### src/sv/asl_pkg.sv
// Package: shared types, character codes and constants of the automatic semicolon scanner.
`default_nettype none

package asl_pkg;

	// Default width of the saturating length counter; the port stays 16 bits wide.
	localparam int LENGTH_BITS_DEF = 16;
	localparam int TOKEN_LENGTH_W  = 16;
	localparam int CH_W            = 21;

	// Depth of the queue between the classifier and the scan engine.
	localparam int QUEUE_DEPTH = 4;
	localparam int QPTR_W      = $clog2(QUEUE_DEPTH);
	localparam int QCNT_W      = $clog2(QUEUE_DEPTH + 1);

	// Character codes that the classifier looks for.
	localparam logic [CH_W-1:0] CH_NUL    = 21'h00;
	localparam logic [CH_W-1:0] CH_TAB    = 21'h09;
	localparam logic [CH_W-1:0] CH_NL     = 21'h0A;
	localparam logic [CH_W-1:0] CH_VT     = 21'h0B;
	localparam logic [CH_W-1:0] CH_FF     = 21'h0C;
	localparam logic [CH_W-1:0] CH_CR     = 21'h0D;
	localparam logic [CH_W-1:0] CH_SPACE  = 21'h20;
	localparam logic [CH_W-1:0] CH_BANG   = 21'h21;
	localparam logic [CH_W-1:0] CH_PCT    = 21'h25;
	localparam logic [CH_W-1:0] CH_AMP    = 21'h26;
	localparam logic [CH_W-1:0] CH_LPAREN = 21'h28;
	localparam logic [CH_W-1:0] CH_STAR   = 21'h2A;
	localparam logic [CH_W-1:0] CH_PLUS   = 21'h2B;
	localparam logic [CH_W-1:0] CH_COMMA  = 21'h2C;
	localparam logic [CH_W-1:0] CH_MINUS  = 21'h2D;
	localparam logic [CH_W-1:0] CH_DOT    = 21'h2E;
	localparam logic [CH_W-1:0] CH_SLASH  = 21'h2F;
	localparam logic [CH_W-1:0] CH_COLON  = 21'h3A;
	localparam logic [CH_W-1:0] CH_SEMI   = 21'h3B;
	localparam logic [CH_W-1:0] CH_LT     = 21'h3C;
	localparam logic [CH_W-1:0] CH_EQ     = 21'h3D;
	localparam logic [CH_W-1:0] CH_GT     = 21'h3E;
	localparam logic [CH_W-1:0] CH_QMARK  = 21'h3F;
	localparam logic [CH_W-1:0] CH_LBRACK = 21'h5B;
	localparam logic [CH_W-1:0] CH_CARET  = 21'h5E;
	localparam logic [CH_W-1:0] CH_PIPE   = 21'h7C;
	localparam logic [CH_W-1:0] CH_RBRACE = 21'h7D;

	// Token kinds as reported on the result.
	localparam logic [1:0] KIND_SEMI  = 2'd0;
	localparam logic [1:0] KIND_COLON = 2'd1;
	localparam logic [1:0] KIND_PRE   = 2'd2;

	// Input beat.
	typedef struct packed {
		logic            start_req;
		logic            want_preproc;
		logic            want_semicolon;
		logic            want_colon;
		logic [CH_W-1:0] ch;
		logic            range_begin;
	} item_t;

	// Result beat.
	typedef struct packed {
		logic                      done_res;
		logic                      accept;
		logic [1:0]                token_kind;
		logic [TOKEN_LENGTH_W-1:0] token_length;
	} result_t;

	// Character classes; CC_PUNCT covers the continuation marks that need no lookahead.
	typedef enum logic [3:0] {
		CC_ZERO,
		CC_BLANK,
		CC_NL,
		CC_RBRACE,
		CC_COLON,
		CC_QMARK,
		CC_SLASH,
		CC_STAR,
		CC_PLUS,
		CC_MINUS,
		CC_BANG,
		CC_EQ,
		CC_PUNCT,
		CC_OTHER
	} chr_cls_t;

	// Classified item as it travels through the queue.
	typedef struct packed {
		logic     start_req;
		logic     want_preproc;
		logic     want_semicolon;
		logic     want_colon;
		logic     range_begin;
		chr_cls_t cls;
	} cls_item_t;

	typedef enum logic [1:0] {
		MODE_IDLE,
		MODE_SEMI,
		MODE_COLON,
		MODE_PRE
	} mode_t;

	typedef enum logic [3:0] {
		PH_START,
		PH_WS,
		PH_SLASH,
		PH_LINE,
		PH_BLOCK,
		PH_STAR,
		PH_PLUS,
		PH_MINUS,
		PH_BANG
	} phase_t;

	typedef enum logic [1:0] {
		DEC_NONE,
		DEC_REJECT,
		DEC_ACCEPT
	} dec_t;

endpackage

`default_nettype wire

### src/sv/asl_front.sv
// Front end: takes input beats, classifies the character and pushes into the queue.
`default_nettype none

module asl_front (
	input  wire               item_valid,
	output logic              item_stall,
	input  asl_pkg::item_t    item,
	input  wire               queue_full,
	output logic              push,
	output asl_pkg::cls_item_t push_data
);
	import asl_pkg::*;

	chr_cls_t cls;

	always_comb begin
		unique case (item.ch)
			CH_NUL: cls = CC_ZERO;
			CH_TAB, CH_VT, CH_FF, CH_CR, CH_SPACE: cls = CC_BLANK;
			CH_NL: cls = CC_NL;
			CH_RBRACE: cls = CC_RBRACE;
			CH_COLON: cls = CC_COLON;
			CH_QMARK: cls = CC_QMARK;
			CH_SLASH: cls = CC_SLASH;
			CH_STAR: cls = CC_STAR;
			CH_PLUS: cls = CC_PLUS;
			CH_MINUS: cls = CC_MINUS;
			CH_BANG: cls = CC_BANG;
			CH_EQ: cls = CC_EQ;
			CH_COMMA, CH_DOT, CH_SEMI, CH_PCT, CH_GT, CH_LT, CH_LBRACK,
			CH_LPAREN, CH_CARET, CH_PIPE, CH_AMP: cls = CC_PUNCT;
			default: cls = CC_OTHER;
		endcase
	end

	assign item_stall = queue_full;
	assign push       = item_valid && !queue_full;

	always_comb begin
		push_data.start_req      = item.start_req;
		push_data.want_preproc   = item.want_preproc;
		push_data.want_semicolon = item.want_semicolon;
		push_data.want_colon     = item.want_colon;
		push_data.range_begin    = item.range_begin;
		push_data.cls            = cls;
	end

endmodule

`default_nettype wire

### src/sv/asl_queue.sv
// Short queue of classified characters between the front end and the scan engine.
`default_nettype none

module asl_queue (
	input  wire                clk,
	input  wire                arst_n,
	input  wire                push,
	input  asl_pkg::cls_item_t push_data,
	input  wire                pop,
	output asl_pkg::cls_item_t head,
	output logic               full,
	output logic               empty
);
	import asl_pkg::*;

	cls_item_t         mem_q [QUEUE_DEPTH];
	logic [QPTR_W-1:0] wr_ptr_q;
	logic [QPTR_W-1:0] rd_ptr_q;
	logic [QCNT_W-1:0] cnt_q;

	assign full  = (cnt_q == QCNT_W'(QUEUE_DEPTH));
	assign empty = (cnt_q == '0);
	assign head  = mem_q[rd_ptr_q];

	always_ff @(posedge clk) begin
		if (push) begin
			mem_q[wr_ptr_q] <= push_data;
		end
	end

	always_ff @(posedge clk or negedge arst_n) begin
		if (!arst_n) begin
			wr_ptr_q <= '0;
			rd_ptr_q <= '0;
			cnt_q    <= '0;
		end else begin
			if (push) begin
				wr_ptr_q <= (wr_ptr_q == QPTR_W'(QUEUE_DEPTH - 1)) ? '0 : wr_ptr_q + 1'b1;
			end
			if (pop) begin
				rd_ptr_q <= (rd_ptr_q == QPTR_W'(QUEUE_DEPTH - 1)) ? '0 : rd_ptr_q + 1'b1;
			end
			if (push && !pop) begin
				cnt_q <= cnt_q + 1'b1;
			end else if (pop && !push) begin
				cnt_q <= cnt_q - 1'b1;
			end
		end
	end

	a_no_overflow: assert property (@(posedge clk) disable iff (!arst_n)
		cnt_q <= QCNT_W'(QUEUE_DEPTH))
		else $error("queue count beyond depth");

	a_no_pop_empty: assert property (@(posedge clk) disable iff (!arst_n)
		pop |-> !empty)
		else $error("queue popped while empty");

	a_no_push_full: assert property (@(posedge clk) disable iff (!arst_n)
		push |-> !full)
		else $error("queue pushed while full");

endmodule

`default_nettype wire

### src/sv/asl_back.sv
// Scan engine: runs the scan state machine on each queued character and holds the result.
`default_nettype none

module asl_back #(
	parameter int LENGTH_BITS = asl_pkg::LENGTH_BITS_DEF
) (
	input  wire                clk,
	input  wire                arst_n,
	input  asl_pkg::cls_item_t head,
	input  wire                empty,
	output logic               pop,
	output logic               result_valid,
	input  wire                result_stall,
	output asl_pkg::result_t   result
);
	import asl_pkg::*;

	localparam int CNT_W = (LENGTH_BITS < TOKEN_LENGTH_W) ? LENGTH_BITS : TOKEN_LENGTH_W;

	mode_t            mode_q;
	phase_t           phase_q;
	logic             tail_q;
	logic [CNT_W-1:0] count_q;
	logic             result_valid_q;
	result_t          result_q;

	mode_t            mode_d;
	phase_t           phase_d;
	logic             tail_d;
	logic [CNT_W-1:0] count_d;
	dec_t             dec;
	logic [1:0]       kind;
	logic [CNT_W-1:0] len;
	result_t          result_d;

	mode_t            mode_b;
	phase_t           phase_b;
	logic             tail_b;
	logic [CNT_W-1:0] count_b;
	phase_t           phase_n;
	logic             tail_n;
	logic             consume;
	logic             blank;
	chr_cls_t         cc;

	assign pop = !empty && (!result_valid_q || !result_stall);

	// Next state and decision.
	always_comb begin
		cc      = head.cls;
		blank   = (cc == CC_BLANK) || (cc == CC_NL);
		mode_b  = mode_q;
		phase_b = phase_q;
		tail_b  = tail_q;
		count_b = count_q;
		dec     = DEC_NONE;
		kind    = KIND_SEMI;
		len     = '0;
		consume = 1'b0;

		if (head.start_req) begin
			phase_b = PH_START;
			tail_b  = 1'b0;
			count_b = '0;
			if (head.want_preproc) begin
				mode_b = MODE_PRE;
			end else if (head.want_semicolon && cc != CC_COLON && cc != CC_QMARK) begin
				mode_b = MODE_SEMI;
			end else if (head.want_colon) begin
				mode_b = MODE_COLON;
			end else begin
				mode_b = MODE_IDLE;
				dec    = DEC_REJECT;
			end
		end

		phase_n = phase_b;
		tail_n  = tail_b;

		unique case (mode_b)
			MODE_SEMI: begin
				kind = KIND_SEMI;
				unique case (phase_b)
					PH_START: begin
						if (cc == CC_ZERO || cc == CC_RBRACE || head.range_begin) begin
							dec = DEC_ACCEPT;
						end else if (cc == CC_NL) begin
							phase_n = PH_WS;
						end else if (cc != CC_BLANK) begin
							dec = DEC_REJECT;
						end
					end
					PH_WS: begin
						case (cc) inside
							CC_BLANK, CC_NL: ;
							CC_SLASH: phase_n = PH_SLASH;
							CC_COLON, CC_STAR, CC_QMARK, CC_EQ, CC_PUNCT: dec = DEC_REJECT;
							CC_PLUS: phase_n = PH_PLUS;
							CC_MINUS: phase_n = PH_MINUS;
							CC_BANG: phase_n = PH_BANG;
							default: dec = DEC_ACCEPT;
						endcase
					end
					PH_SLASH: begin
						if (cc == CC_SLASH) begin
							phase_n = PH_LINE;
						end else if (cc == CC_STAR) begin
							phase_n = PH_BLOCK;
						end else begin
							dec = DEC_REJECT;
						end
					end
					PH_LINE: begin
						if (cc == CC_ZERO) begin
							dec = DEC_ACCEPT;
						end else if (cc == CC_NL) begin
							phase_n = PH_WS;
						end
					end
					PH_BLOCK: begin
						if (cc == CC_ZERO) begin
							dec = DEC_ACCEPT;
						end else if (cc == CC_STAR) begin
							phase_n = PH_STAR;
						end
					end
					PH_STAR: begin
						case (cc)
							CC_SLASH: phase_n = PH_WS;
							CC_ZERO: dec = DEC_ACCEPT;
							CC_STAR: phase_n = PH_STAR;
							default: phase_n = PH_BLOCK;
						endcase
					end
					PH_PLUS: dec = (cc == CC_PLUS) ? DEC_ACCEPT : DEC_REJECT;
					PH_MINUS: dec = (cc == CC_MINUS) ? DEC_ACCEPT : DEC_REJECT;
					PH_BANG: dec = (cc == CC_EQ) ? DEC_REJECT : DEC_ACCEPT;
					default: dec = DEC_REJECT;
				endcase
			end
			MODE_COLON: begin
				kind = KIND_COLON;
				len  = count_b;
				if (!tail_b) begin
					if (blank) begin
						consume = 1'b1;
					end else if (cc == CC_COLON) begin
						consume = 1'b1;
						tail_n  = 1'b1;
					end else begin
						dec = DEC_REJECT;
					end
				end else begin
					dec = (cc != CC_COLON) ? DEC_ACCEPT : DEC_REJECT;
				end
			end
			MODE_PRE: begin
				kind = KIND_PRE;
				len  = count_b;
				if (!tail_b) begin
					if (cc == CC_ZERO) begin
						dec = DEC_REJECT;
					end else begin
						consume = 1'b1;
						tail_n  = (cc == CC_NL);
					end
				end else begin
					dec = (cc == CC_NL) ? DEC_ACCEPT : DEC_REJECT;
				end
			end
			default: ;
		endcase

		count_d = (consume && count_b != '1) ? count_b + 1'b1 : count_b;
		if (dec != DEC_NONE) begin
			mode_d  = MODE_IDLE;
			phase_d = PH_START;
			tail_d  = 1'b0;
		end else begin
			mode_d  = mode_b;
			phase_d = phase_n;
			tail_d  = tail_n;
		end
	end

	// Result fields.
	always_comb begin
		result_d.done_res     = (dec != DEC_NONE);
		result_d.accept       = (dec == DEC_ACCEPT);
		result_d.token_kind   = (dec != DEC_NONE) ? kind : KIND_SEMI;
		result_d.token_length = (dec == DEC_ACCEPT) ? TOKEN_LENGTH_W'(len) : '0;
	end

	always_ff @(posedge clk or negedge arst_n) begin
		if (!arst_n) begin
			mode_q         <= MODE_IDLE;
			phase_q        <= PH_START;
			tail_q         <= 1'b0;
			count_q        <= '0;
			result_valid_q <= 1'b0;
		end else begin
			if (pop) begin
				mode_q         <= mode_d;
				phase_q        <= phase_d;
				tail_q         <= tail_d;
				count_q        <= count_d;
				result_valid_q <= 1'b1;
			end else if (!result_stall) begin
				result_valid_q <= 1'b0;
			end
		end
	end

	always_ff @(posedge clk) begin
		if (pop) begin
			result_q <= result_d;
		end
	end

	assign result_valid = result_valid_q;
	assign result       = result_q;

	a_accept_done: assert property (@(posedge clk) disable iff (!arst_n)
		result_valid_q && result_q.accept |-> result_q.done_res)
		else $error("accept without done");

	a_semi_len_zero: assert property (@(posedge clk) disable iff (!arst_n)
		result_valid_q && result_q.token_kind == KIND_SEMI |-> result_q.token_length == '0)
		else $error("semicolon token with nonzero length");

	a_idle_after_done: assert property (@(posedge clk) disable iff (!arst_n)
		pop && dec != DEC_NONE |=> mode_q == MODE_IDLE && phase_q == PH_START)
		else $error("scan not back to idle after decision");

	a_count_idle_hold: assert property (@(posedge clk) disable iff (!arst_n)
		pop && mode_b == MODE_SEMI |=> count_q == $past(count_b))
		else $error("length counter moved during semicolon scan");

endmodule

`default_nettype wire

### src/sv/auto_semicolon_lexer_scan.sv
// Top level of the automatic semicolon scanner: classifier, queue and scan engine.
`default_nettype none

// The block takes one character per beat and returns exactly one result beat
// for each, in order. A beat with start_req set opens a new scan request and
// abandons any scan still in progress; its want flags pick a preprocessor
// argument scan first, then an implied semicolon scan (unless the first
// character is a colon or a question mark), then a ternary colon scan. The
// result carries done_res set on the character that settles the decision,
// together with accept, token_kind and token_length; on every other
// character all result fields are zero. token_length saturates at
// 2^LENGTH_BITS-1, and never above 65535. Throughput is one character per
// clock cycle when the result side does not stall: the front end classifies
// the character and writes it into a four-entry queue at the edge that
// accepts it, and the scan engine takes one queued character per cycle
// through a registered state update, so a result beat is offered from the
// output register once its character has left the queue. The result sits
// in that output register, and the queue keeps taking characters while
// that result waits, until it fills.

module auto_semicolon_lexer_scan #(
	parameter int LENGTH_BITS = asl_pkg::LENGTH_BITS_DEF
) (
	input  wire              clk,
	input  wire              arst_n,
	input  wire              item_valid,
	output logic             item_stall,
	input  asl_pkg::item_t   item,
	output logic             result_valid,
	input  wire              result_stall,
	output asl_pkg::result_t result
);
	import asl_pkg::*;

	// Handshake between the classifier and the queue.
	logic      push;
	cls_item_t push_data;

	// Queue state seen by both sides.
	logic      queue_full;
	logic      queue_empty;
	cls_item_t queue_head;
	logic      pop;

	// The classifier turns the 21-bit code point into a small class code, so
	// the engine only compares four-bit codes.
	asl_front u_front (
		.item_valid (item_valid),
		.item_stall (item_stall),
		.item       (item),
		.queue_full (queue_full),
		.push       (push),
		.push_data  (push_data)
	);

	// The queue decouples input acceptance from result back-pressure.
	asl_queue u_queue (
		.clk       (clk),
		.arst_n    (arst_n),
		.push      (push),
		.push_data (push_data),
		.pop       (pop),
		.head      (queue_head),
		.full      (queue_full),
		.empty     (queue_empty)
	);

	// The engine holds the scan mode, phase and length counter, and the
	// output register of the result channel.
	asl_back #(
		.LENGTH_BITS (LENGTH_BITS)
	) u_back (
		.clk          (clk),
		.arst_n       (arst_n),
		.head         (queue_head),
		.empty        (queue_empty),
		.pop          (pop),
		.result_valid (result_valid),
		.result_stall (result_stall),
		.result       (result)
	);

endmodule

`default_nettype wire
### config.mk
export PLATFORM = sky130hd
export DESIGN_NAME = auto_semicolon_lexer_scan
export DESIGN_NICKNAME = d
export VERILOG_FILES = /design/src/sv/asl_pkg.sv /design/src/sv/asl_front.sv /design/src/sv/asl_queue.sv /design/src/sv/asl_back.sv /design/src/sv/auto_semicolon_lexer_scan.sv
export SDC_FILE = /design/constraint.sdc
export NUM_CORES = 1
export LEC_CHECK = 0
export ABC_AREA = 1
export BUFFER_PORTS_ARGS = -buffer_cell sky130_fd_sc_hd__buf_4
export CORE_MARGIN = 2
export CORE_UTILIZATION = 60
export CTS_BUF_LIST = sky130_fd_sc_hd__clkbuf_4
export DETAILED_ROUTE_END_ITERATION = 10
export PLACE_DENSITY = 0.81
export SYNTH_ARGS = -nofsm -noshare
export SYNTH_HDL_FRONTEND = slang
export SYNTH_HIERARCHICAL = 1
export SYNTH_SLANG_ARGS = --single-unit
export TNS_END_PERCENT = 100
### constraint.sdc
create_clock -name clk -period 3.3 [get_ports clk]
set_input_delay 0.495 -clock clk [delete_from_list [all_inputs] [get_ports clk]]
set_output_delay 0.495 -clock clk [all_outputs]
set_load 0.005 [all_outputs]
==> results.ini, run 1 <==
[status]
outcome = finished clean

[place]
place_congestion = 0.914
dpl-instance-area_mm2 = 0.00578
placed_cells = 834
place_hpwl_um = 8420
pre_cts_ws_ns = 0.452
io_buffers = 51

[sta]
finalCritPeriodShare_pct = 87.0
hold_viol_final = 0
fmax_ghz = 0.348
setup_slack_ns = 0.428
skew_ns = 0.0332
setup_viol = 0
tightest_slew_ns = 0.506
period_needed_ns = 2.87
drv_slew = 0
final.setup.tns_ns = 0
grt_setup_unrepaired = no
maxSlewHeadroom_pct = 66.2

[clocking]
cts_setup_buffers = 0
cts_tree = built
cts_buffer_depth = 2
htreeDepth = 3
numCtsBuffers = 9
numClockSinks = 87
root_buffer = clkbuf_4
clk_pin_slew_ns = 0.16
clk_latency_ns = 0.43

[drt]
via_per_inst = 5.37
drc = 0
drt_iter0_markers = 267
ant_nets = 0
wl_per_cell_um = 13.0
via_count = 4573
dr.pass1.iters = 5
wirelength_um = 11000

[logic_synthesis]
synthArstFlopShare_pct = 35.6
synth_flop_cell = edfxtp_1
synth_top_family_by_area = simple AND/OR/NAND/NOR gates
synth_area_mm2 = 0.00539
synth_mux_area_share_pct = 0
yosys.area.top_type_share_pct = 31.2
synth_most_common_cell = nand2_1
synth_nets = 735
ys_top_cells_by_count = 200 x nand2_1, 93 x inv_1, 85 x nor2_1, 60 x nand3_1, 56 x edfxtp_1
synth_area_per_cell_um2 = 7.80
seq_area_frac_synth_pct = 45.6
synth_top_cells_by_area = edfxtp_1 31%, dfrtp_1 14%, nand2_1 14%
synth.ff_latch_count = 87
ys_warn_count = 6
syn_inst = 691
synth_edf_count = 56
synthXorXnorAreaFrac_pct = 2.11
synthAdderAreaFrac_pct = 3.39
synth-compound-area-share_pct = 7.06
synth.distinct_cells = 36
synth-simple-area-share_pct = 31.7
synth_top_cell_by_area = edfxtp_1

[worst_setup_path]
cp_slowest_cell = dfrtp_1
path_delay_family = simple AND/OR/NAND/NOR gates
cp_slowest_stage_delay_ns = 0.42
worstSetupPathType = reg2reg
start_kind = flop
cp-startpoint = u_queue/rd_ptr_q[0]
path_cells = inv_2 -> nand2_1 -> o211ai_1 -> nand2_1 -> inv_2 -> nand2_1 -> nand2_1 -> nor2_1 -> o21ai_1 -> nand3_1 -> nor2_1 -> nor2_1 -> nor2_2 -> a21oi_1
reg2reg_from = u_queue/rd_ptr_q[0]
critPathArrivalTime_ns = 3.05
cp.required_ns = 3.48
worstSetupEndpointType = flop
cp_num_buf_inv = 2
path_common_cell = nand2_1
cp_max_fo = 37

[pwr]
p_clk_share_pct = 12.2
p_int_w = 0.00237
p_sw_share_pct = 47.1
p_sw_w = 0.00212
power_density_mw_per_mm2 = 758
vdd_drop_max_mv = 0.417
p_leak_nw = 2.78
p_comb_share_pct = 52.2
seqPwrFrac_pct = 35.6

[hold_path]
min-delay-start = item[25]
hp-class = in2reg

[cells_and_area]
finalInstanceArea_mm2 = 0.00592
final_layout_size_suffix_gt1_share_pct = 14.0
synthToLayoutAreaGrowth_pct = 9.97
n_antenna_cell = 0
stdcell_count = 851
finalNetCount = 782

[floorplan]
chipHeight_um = 98.8
initial_utilization_pct = 61.8
die_w_um = 98.8
die-area_mm2 = 0.00975
ios = 52
core-area_mm2 = 0.00872
num_rows = 34

[job]
maxCapViolCount = 0

[global_route]
grt_pass1_wl_um = 18300
grt_pass1_vias = 4148
grt_max_degree = 38
globalRouteTotalUtil_pct = 22.8
antenna_found_initial = 0
overflow = 0

==> power groups by stage <==
stage               combinational (W)  clock [W]  sequential (W)
floorplan                     0.00175          0         0.00159
global placement              0.00227          0         0.00161
detailed placement            0.00232          0         0.00162
CTS                           0.00233   0.000560         0.00160
global route                  0.00264   0.000599         0.00163
finish                        0.00234   0.000547         0.00160
==> cells in the final DEF (no fill, tap or decap), types with 7 or more instances in the layout <==
| master | count |
|---|---|
| inv_1 | 93 |
| a21oi_1 | 15 |
| dfrtp_1 | 31 |
| o211ai_1 | 18 |
| edfxtp_1 | 56 |
| nand4_1 | 7 |
| clkbuf_4 | 10 |
| nand2_2 | 10 |
| ha_1 | 13 |
| xor2_1 | 7 |
| buf_4 | 55 |
| nor3_1 | 10 |
| nor2_1 | 85 |
| nand2_1 | 200 |
| o21ai_1 | 7 |
| o21ai_0 | 22 |
| inv_2 | 7 |
| nand3_1 | 60 |
==> registers in the layout, indices dropped and copies added, names as in the netlist <==
name / count
u_queue/cnt_q: 3
u_queue/rd_ptr_q: 2
u_back/result_valid: 1
u_queue/mem_q: 36
u_queue/wr_ptr_q: 2
u_back/result: 20
u_back/tail_q: 1
u_back/mode_q: 2
u_back/count_q: 16
u_back/phase_q: 4
==> what timing repair did <==
item,CTS,global route
hold buffers,1,0
hold endpoints to repair,25,0
resized for setup,0,0
==> path summary, 6_finish.rpt <==
kind | to | slack [ns] | cells after the start
setup / recovery | u_back/result[17] | 0.43 | 14
hold / removal | u_queue/mem_q[3][8] | 0.26 | 1
setup reg to reg | u_back/result[17] | 0.43 | 14
hold reg to reg | u_back/count_q[7] | 0.50 | 2
max in group asynchronous | u_queue/rd_ptr_q[1] | 2.46 | 2
min in group asynchronous | u_back/count_q[10] | 0.51 | 2
==> per-layer routing <==
layer | global-route usage, % | routed length (um)
met1 | 31.7 | 5030
met2 | 38.0 | 5170
met3 | 3.12 | 707
met4 | 6.11 | 132
met5 | 0 | 0
==> worst register-to-register path, delay by kind of cell, from the launching register on <==
kind | cells | cell delay, ns
AND/OR/NAND/NOR | 9 | 1.24
buffers and inverters | 2 | 0.65
flip-flops | 1 | 0.42
AO/OA/AOI/OAI | 3 | 0.34
==> logic make-up (layout without fill, tap and decap cells) <==
logic type / after synthesis / count (layout)
AO/OA/AOI/OAI: 66 / 66
flip-flops: 87 / 87
AND/OR/NAND/NOR: 390 / 390
adder cells (fa/ha/maj): 14 / 14
buffers and inverters: 121 / 173
XOR/XNOR: 13 / 13
==> cell type report <==
type | instances | area, um2
Fill cell | 695 | 2800
Clock inverter | 6 | 53.8
Tap cell | 108 | 135
Clock buffer | 10 | 75.1
Inverter | 101 | 384
Sequential cell | 87 | 2460
Timing Repair Buffer | 56 | 423
Multi-Input combinational cell | 483 | 2390
==> per-stage QoR <==
stage	hold slack (ns)	utilization, %	total power [W]
floorplan	0.199	-	0.00334
global placement	0.455	66.3	0.00388
detailed placement	0.456	66.3	0.00394
CTS	0.241	67.9	0.00449
global route	0.244	67.9	0.00486
finish	0.262	67.9	0.00449
(Power assumes the default switching activity.)
==> run 2, diff against run 1 <==
--- a/config.mk
+++ b/config.mk
@@ -14,6 +14,5 @@
 export PLACE_DENSITY = 0.81
 export SYNTH_ARGS = -nofsm -noshare
 export SYNTH_HDL_FRONTEND = slang
-export SYNTH_HIERARCHICAL = 1
 export SYNTH_SLANG_ARGS = --single-unit
 export TNS_END_PERCENT = 100
==> results.ini, run 2 <==
[status]
outcome = finished clean

[global_route]
antenna_found_initial = 0
grt_pass1_vias = 4524
overflow = 0
grt_max_degree = 32
globalRouteTotalUtil_pct = 26.7
grt_pass1_wl_um = 21000

[worst_setup_path]
cp.required_ns = 3.63
critPathArrivalTime_ns = 3.27
ff2ff_setup_slack_ns = 0.37
cp_max_fo = 16
worstSetupPathType = reg2reg
worstSetupEndpointType = flop
start_kind = flop

[pwr]
vdd_drop_max_mv = 0.557
p_comb_share_pct = 53.2
power_density_mw_per_mm2 = 805
power_w = 0.00491
p_sw_w = 0.00229
p_sw_share_pct = 46.6
p_int_w = 0.00262
p_leak_nw = 2.86
seqPwrFrac_pct = 33.0
p_clk_share_pct = 13.8

[sta]
finalCritPeriodShare_pct = 88.9
period_needed_ns = 2.93
maxSlewHeadroom_pct = 40.2
hold_viol_final = 0
fmax_ghz = 0.341
tightest_slew_ns = 0.894
grt_setup_unrepaired = no
whs_ns = 0.246
setup_viol = 0
drv_slew = 0
skew_ns = 0.0192
final.setup.tns_ns = 0

[drt]
dr.pass1.iters = 5
drc = 0
via_per_inst = 5.39
via_count = 4669
wl_per_cell_um = 14.2
drt_iter0_markers = 312
wirelength_um = 12300
ant_nets = 0

[floorplan]
core-area_mm2 = 0.00881
die-area_mm2 = 0.00991
chipHeight_um = 99.6
num_rows = 34
die_w_um = 99.6
ios = 52
initial_utilization_pct = 62.2

[logic_synthesis]
synth_edf_count = 56
ys_top_cells_by_count = 241 x nand2_1, 83 x nor2_1, 67 x inv_1, 56 x edfxtp_1, 52 x nand3_1
synth_top_cells_by_area = edfxtp_1 31%, nand2_1 17%, dfrtp_1 14%
yosys.area.top_type_share_pct = 30.7
synth_area_mm2 = 0.00548
syn_inst = 701
synth_nets = 745
synth_flop_cell = edfxtp_1
synthArstFlopShare_pct = 35.6
synth.ff_latch_count = 87
synth_top_cell_by_area = edfxtp_1
seq_area_frac_synth_pct = 44.9
ys_warn_count = 0
synth_area_per_cell_um2 = 7.81
synth.distinct_cells = 49
synth_most_common_cell = nand2_1

[clocking]
htreeDepth = 3
cts_buffer_depth = 2
numCtsBuffers = 9
clk_pin_slew_ns = 0.14
clk_latency_ns = 0.44
cts_setup_buffers = 0
root_buffer = clkbuf_4
numClockSinks = 87
cts_tree = built

[cells_and_area]
stdcell_count = 867
final_layout_size_suffix_gt1_share_pct = 15.5
mostFrequentLayoutCells = 241 x nand2_1, 83 x nor2_1, 67 x inv_1
synthToLayoutAreaGrowth_pct = 11.4
n_fill_cell = 734
n_antenna_cell = 0
finalNetCount = 798
finalInstanceArea_mm2 = 0.00610
regMostFlops = u_queue.mem_q
final_common_cell = nand2_1
largest_register_ffs = 36

[place]
place_congestion = 0.923
placed_cells = 850
io_buffers = 51
dpl-instance-area_mm2 = 0.00593
place_hpwl_um = 9330

[hold_path]
hp-class = in2reg

[job]
maxCapViolCount = 0

[run 2: cell count changes after synthesis, moves of 7 or more]
cell and change:
o211ai_1 -17, nand2_1 +41, nand3b_1 +7, nand3_1 -8, inv_1 -26, buf_4 -7
[run 2: cells by family after synthesis]
logic type / Yosys count / share of synthesized area, %
multiplexers: 1 / 0.206
XOR/XNOR: 9 / 1.44
AND/OR/NAND/NOR: 440 / 36.5
AO/OA/AOI/OAI: 60 / 6.49
buffers and inverters: 90 / 7.22
adder cells (fa/ha/maj): 14 / 3.33
flip-flops: 87 / 44.9
[run 2: worst paths after layout]
check,cells past startpoint,start,to
max in group asynchronous,2,arst_n,u_back.count_q[7]
min,1,item[22],u_queue.mem_q[0][5]
min reg2reg,2,u_back.count_q[12],u_back.count_q[12]
min in group asynchronous,2,arst_n,u_queue.rd_ptr_q[1]
max reg2reg,15,u_queue.rd_ptr_q[1],u_back.count_q[4]
max,15,u_queue.rd_ptr_q[1],u_back.count_q[4]
[run 2: area by class of cell]
type / count / area (um2) / area share, %
clock inverter: 6 / 85.1 / 1.39
clock buffer: 10 / 75.1 / 1.23
sequential: 87 / 2460 / 40.3
tap: 108 / 135 / 2.22
timing repair buffer: 57 / 430 / 7.06
multi-input combinational: 524 / 2630 / 43.1
inverter: 75 / 287 / 4.70
[run 2: power groups by stage]
stage | clock (W) | sequential, W | combinational, W
after floorplan | 0 | 0.00159 | 0.00202
after global placement | 0 | 0.00163 | 0.00254
after detailed placement | 0 | 0.00165 | 0.00260
after CTS | 0.000687 | 0.00162 | 0.00262
after global routing | 0.000731 | 0.00164 | 0.00297
final | 0.000677 | 0.00162 | 0.00261
[run 2: layer usage]
layer,up-vias,wire length [um],track usage (%)
li1,2377,-,-
met1,2141,5410,35.4
met4,0,242,8.01
met2,130,6130,45.1
met3,21,541,4.92
met5,-,0,0
[run 2: metrics by stage]
step                      worst slack [ns]  utilization, %
after detailed placement             0.439            67.3
after floorplan                      0.812               -
after global routing                0.0906            69.3
after global placement               0.544            67.3
final                                0.365            69.3
after CTS                            0.389            69.3
[run 2: critical path: stages, from the launching register on]
cell	delay [ns]
dfrtp_1	0.59
inv_2	0.29
nand3_2	0.13
nand2_4	0.10
inv_4	0.08
nor2_1	0.16
ha_1	0.25
nand4_1	0.22
nor2_4	0.24
nand3b_4	0.11
nor2_4	0.10
nand4_4	0.17
nand3_4	0.16
inv_4	0.09
nand3b_1	0.09
nand2_1	0.05
[run 2: what timing repair did]
item | CTS | global route
hold endpoints to repair | 26 | 0
resized for setup | 0 | 0
hold buffers | 1 | 0
==> run 3, diff against run 2 <==
--- a/config.mk
+++ b/config.mk
@@ -12,6 +12,7 @@
 export CTS_BUF_LIST = sky130_fd_sc_hd__clkbuf_4
 export DETAILED_ROUTE_END_ITERATION = 10
 export PLACE_DENSITY = 0.81
+export SETUP_SLACK_MARGIN = 0.4
 export SYNTH_ARGS = -nofsm -noshare
 export SYNTH_HDL_FRONTEND = slang
 export SYNTH_SLANG_ARGS = --single-unit
==> results.ini, run 3 (synthesized netlist as in run 2, its figures left out) <==
[global_route]
grt_pass1_vias = 4524
grt_max_degree = 32
antenna_found_initial = 0
grt_pass1_wl_um = 21000
globalRouteTotalUtil_pct = 26.7
overflow = 0

[sta]
skew_ns = 0.0180
finalCritPeriodShare_pct = 80.8
maxSlewHeadroom_pct = 40.3
tightest_slew_ns = 0.892
period_needed_ns = 2.67
hold_viol_final = 0
setup_viol = 0
drv_slew = 0
final.setup.tns_ns = 0
fmax_ghz = 0.375
grt_setup_unrepaired = no

[clocking]
numClockSinks = 87
root_buffer = clkbuf_4
cts_buffer_depth = 2
numCtsBuffers = 9
cts_tree = built
clk_pin_slew_ns = 0.14
htreeDepth = 3
clk_latency_ns = 0.44

[cells_and_area]
finalNetCount = 804
synthToLayoutAreaGrowth_pct = 12.5
n_fill_cell = 722
mostFrequentLayoutCells = 241 x nand2_1, 83 x nor2_1, 67 x inv_1
largest_register_ffs = 36
final_common_cell = nand2_1
n_antenna_cell = 0
regMostFlops = u_queue.mem_q
final_layout_size_suffix_gt1_share_pct = 16.5

[worst_setup_path]
path_common_cell = inv_4
cp_num_buf_inv = 3
critPathArrivalTime_ns = 3.00
cp_slowest_cell = dfrtp_2
worstSetupPathType = reg2reg
cp_slowest_stage_delay_ns = 0.48
cp.required_ns = 3.63
path_cells = inv_4 -> nand3_2 -> nand2_4 -> inv_4 -> nor2_1 -> ha_1 -> nand4_1 -> nor2_4 -> nand3b_4 -> nor2_4 -> nand4_4 -> nand3_4 -> inv_4 -> nand3b_1 -> nand2_1
cp_max_fo = 13
start_kind = flop
worstSetupEndpointType = flop
path_delay_family = simple AND/OR/NAND/NOR gates

[drt]
dr.pass1.iters = 5
wirelength_um = 12500
via_count = 4698
ant_nets = 0
wl_per_cell_um = 14.3
drt_iter0_markers = 349
drc = 0
via_per_inst = 5.38

[floorplan]
die_w_um = 99.6
chipHeight_um = 99.6
initial_utilization_pct = 62.2
num_rows = 34
die-area_mm2 = 0.00991
core-area_mm2 = 0.00881
ios = 52

[place]
place_hpwl_um = 9330
io_buffers = 51
place_congestion = 0.923

[job]
maxCapViolCount = 0

[pwr]
p_comb_share_pct = 54.5
vdd_drop_max_mv = 0.561
power_density_mw_per_mm2 = 811
power_w = 0.00500
p_leak_nw = 2.89
p_sw_w = 0.00231
seqPwrFrac_pct = 32.0
p_int_w = 0.00268
p_clk_share_pct = 13.5
p_sw_share_pct = 46.3

[hold_path]
hp-class = in2reg

[status]
outcome = finished clean

[run 3: worst register-to-register path, delay by kind of cell (launching register included)]
kind | cells | cell delay (ns)
DFF | 1 | 0.48
adders and majority gates | 1 | 0.25
buffers and inverters | 3 | 0.32
and+or+nand+nor | 11 | 1.51
[run 3: final timing paths]
kind	to	from	slack (ns)	depth (start not counted)
max	u_back.count_q[4]	u_queue.rd_ptr_q[1]	0.63	15
min	u_queue.mem_q[0][5]	item[22]	0.25	1
max reg2reg	u_back.count_q[4]	u_queue.rd_ptr_q[1]	0.63	15
min reg2reg	u_back.count_q[12]	u_back.count_q[12]	0.50	2
max in group asynchronous	u_back.count_q[7]	arst_n	2.44	2
min in group asynchronous	u_queue.rd_ptr_q[1]	arst_n	0.53	2
[run 3: cell type report]
type / count / area [um2] / area share, %
flip-flops and latches: 87 / 2460 / 39.9
inverters: 75 / 289 / 4.69
multi-input cells: 524 / 2630 / 42.7
clock inverters: 6 / 85.1 / 1.38
repair buffers: 63 / 488 / 7.92
clock buffers: 10 / 75.1 / 1.22
well taps: 108 / 135 / 2.19
[run 3: layer usage]
| metal | global-route usage, % | routed length, um | vias to the layer above |
|---|---|---|---|
| met5 | 0 | 0 | - |
| met4 | 8.01 | 217 | 0 |
| met3 | 4.92 | 542 | 16 |
| met2 | 45.1 | 6150 | 120 |
| met1 | 35.4 | 5550 | 2171 |
| li1 | - | - | 2391 |
[run 3: per-stage QoR]
step | hold slack, ns | worst slack, ns | std cells | cell area [um2] | utilization (%)
final | 0.246 | 0.633 | 873 | 6160 | 70.0
after global routing | 0.209 | 0.405 | 873 | 6160 | 70.0
after CTS | 0.232 | 0.445 | 867 | 6100 | 69.3
after detailed placement | 0.466 | 0.439 | 850 | 5930 | 67.3
after global placement | 0.462 | 0.544 | 850 | 5930 | 67.3
after floorplan | 0.199 | 0.812 | 701 | 5480 | -
[run 3: timing repair]
| action | CTS | global route |
|---|---|---|
| hold endpoints to repair | 26 | 0 |
| endpoints found under the setup margin | 3 | 29 |
| hold buffers | 1 | 0 |
| gates resized for setup | 1 | 2 |
| buffers inserted | 0 | 6 |
[run 3: power groups by stage]
stage	Sequential [W]	Clock [W]	Combinational (W)
3_5_place_dp	0.00165	0	0.00260
4_1_cts	0.00162	0.000687	0.00262
2_1_floorplan	0.00159	0	0.00202
6_report	0.00160	0.000676	0.00272
3_3_place_gp	0.00163	0	0.00254
5_1_grt	0.00162	0.000731	0.00309
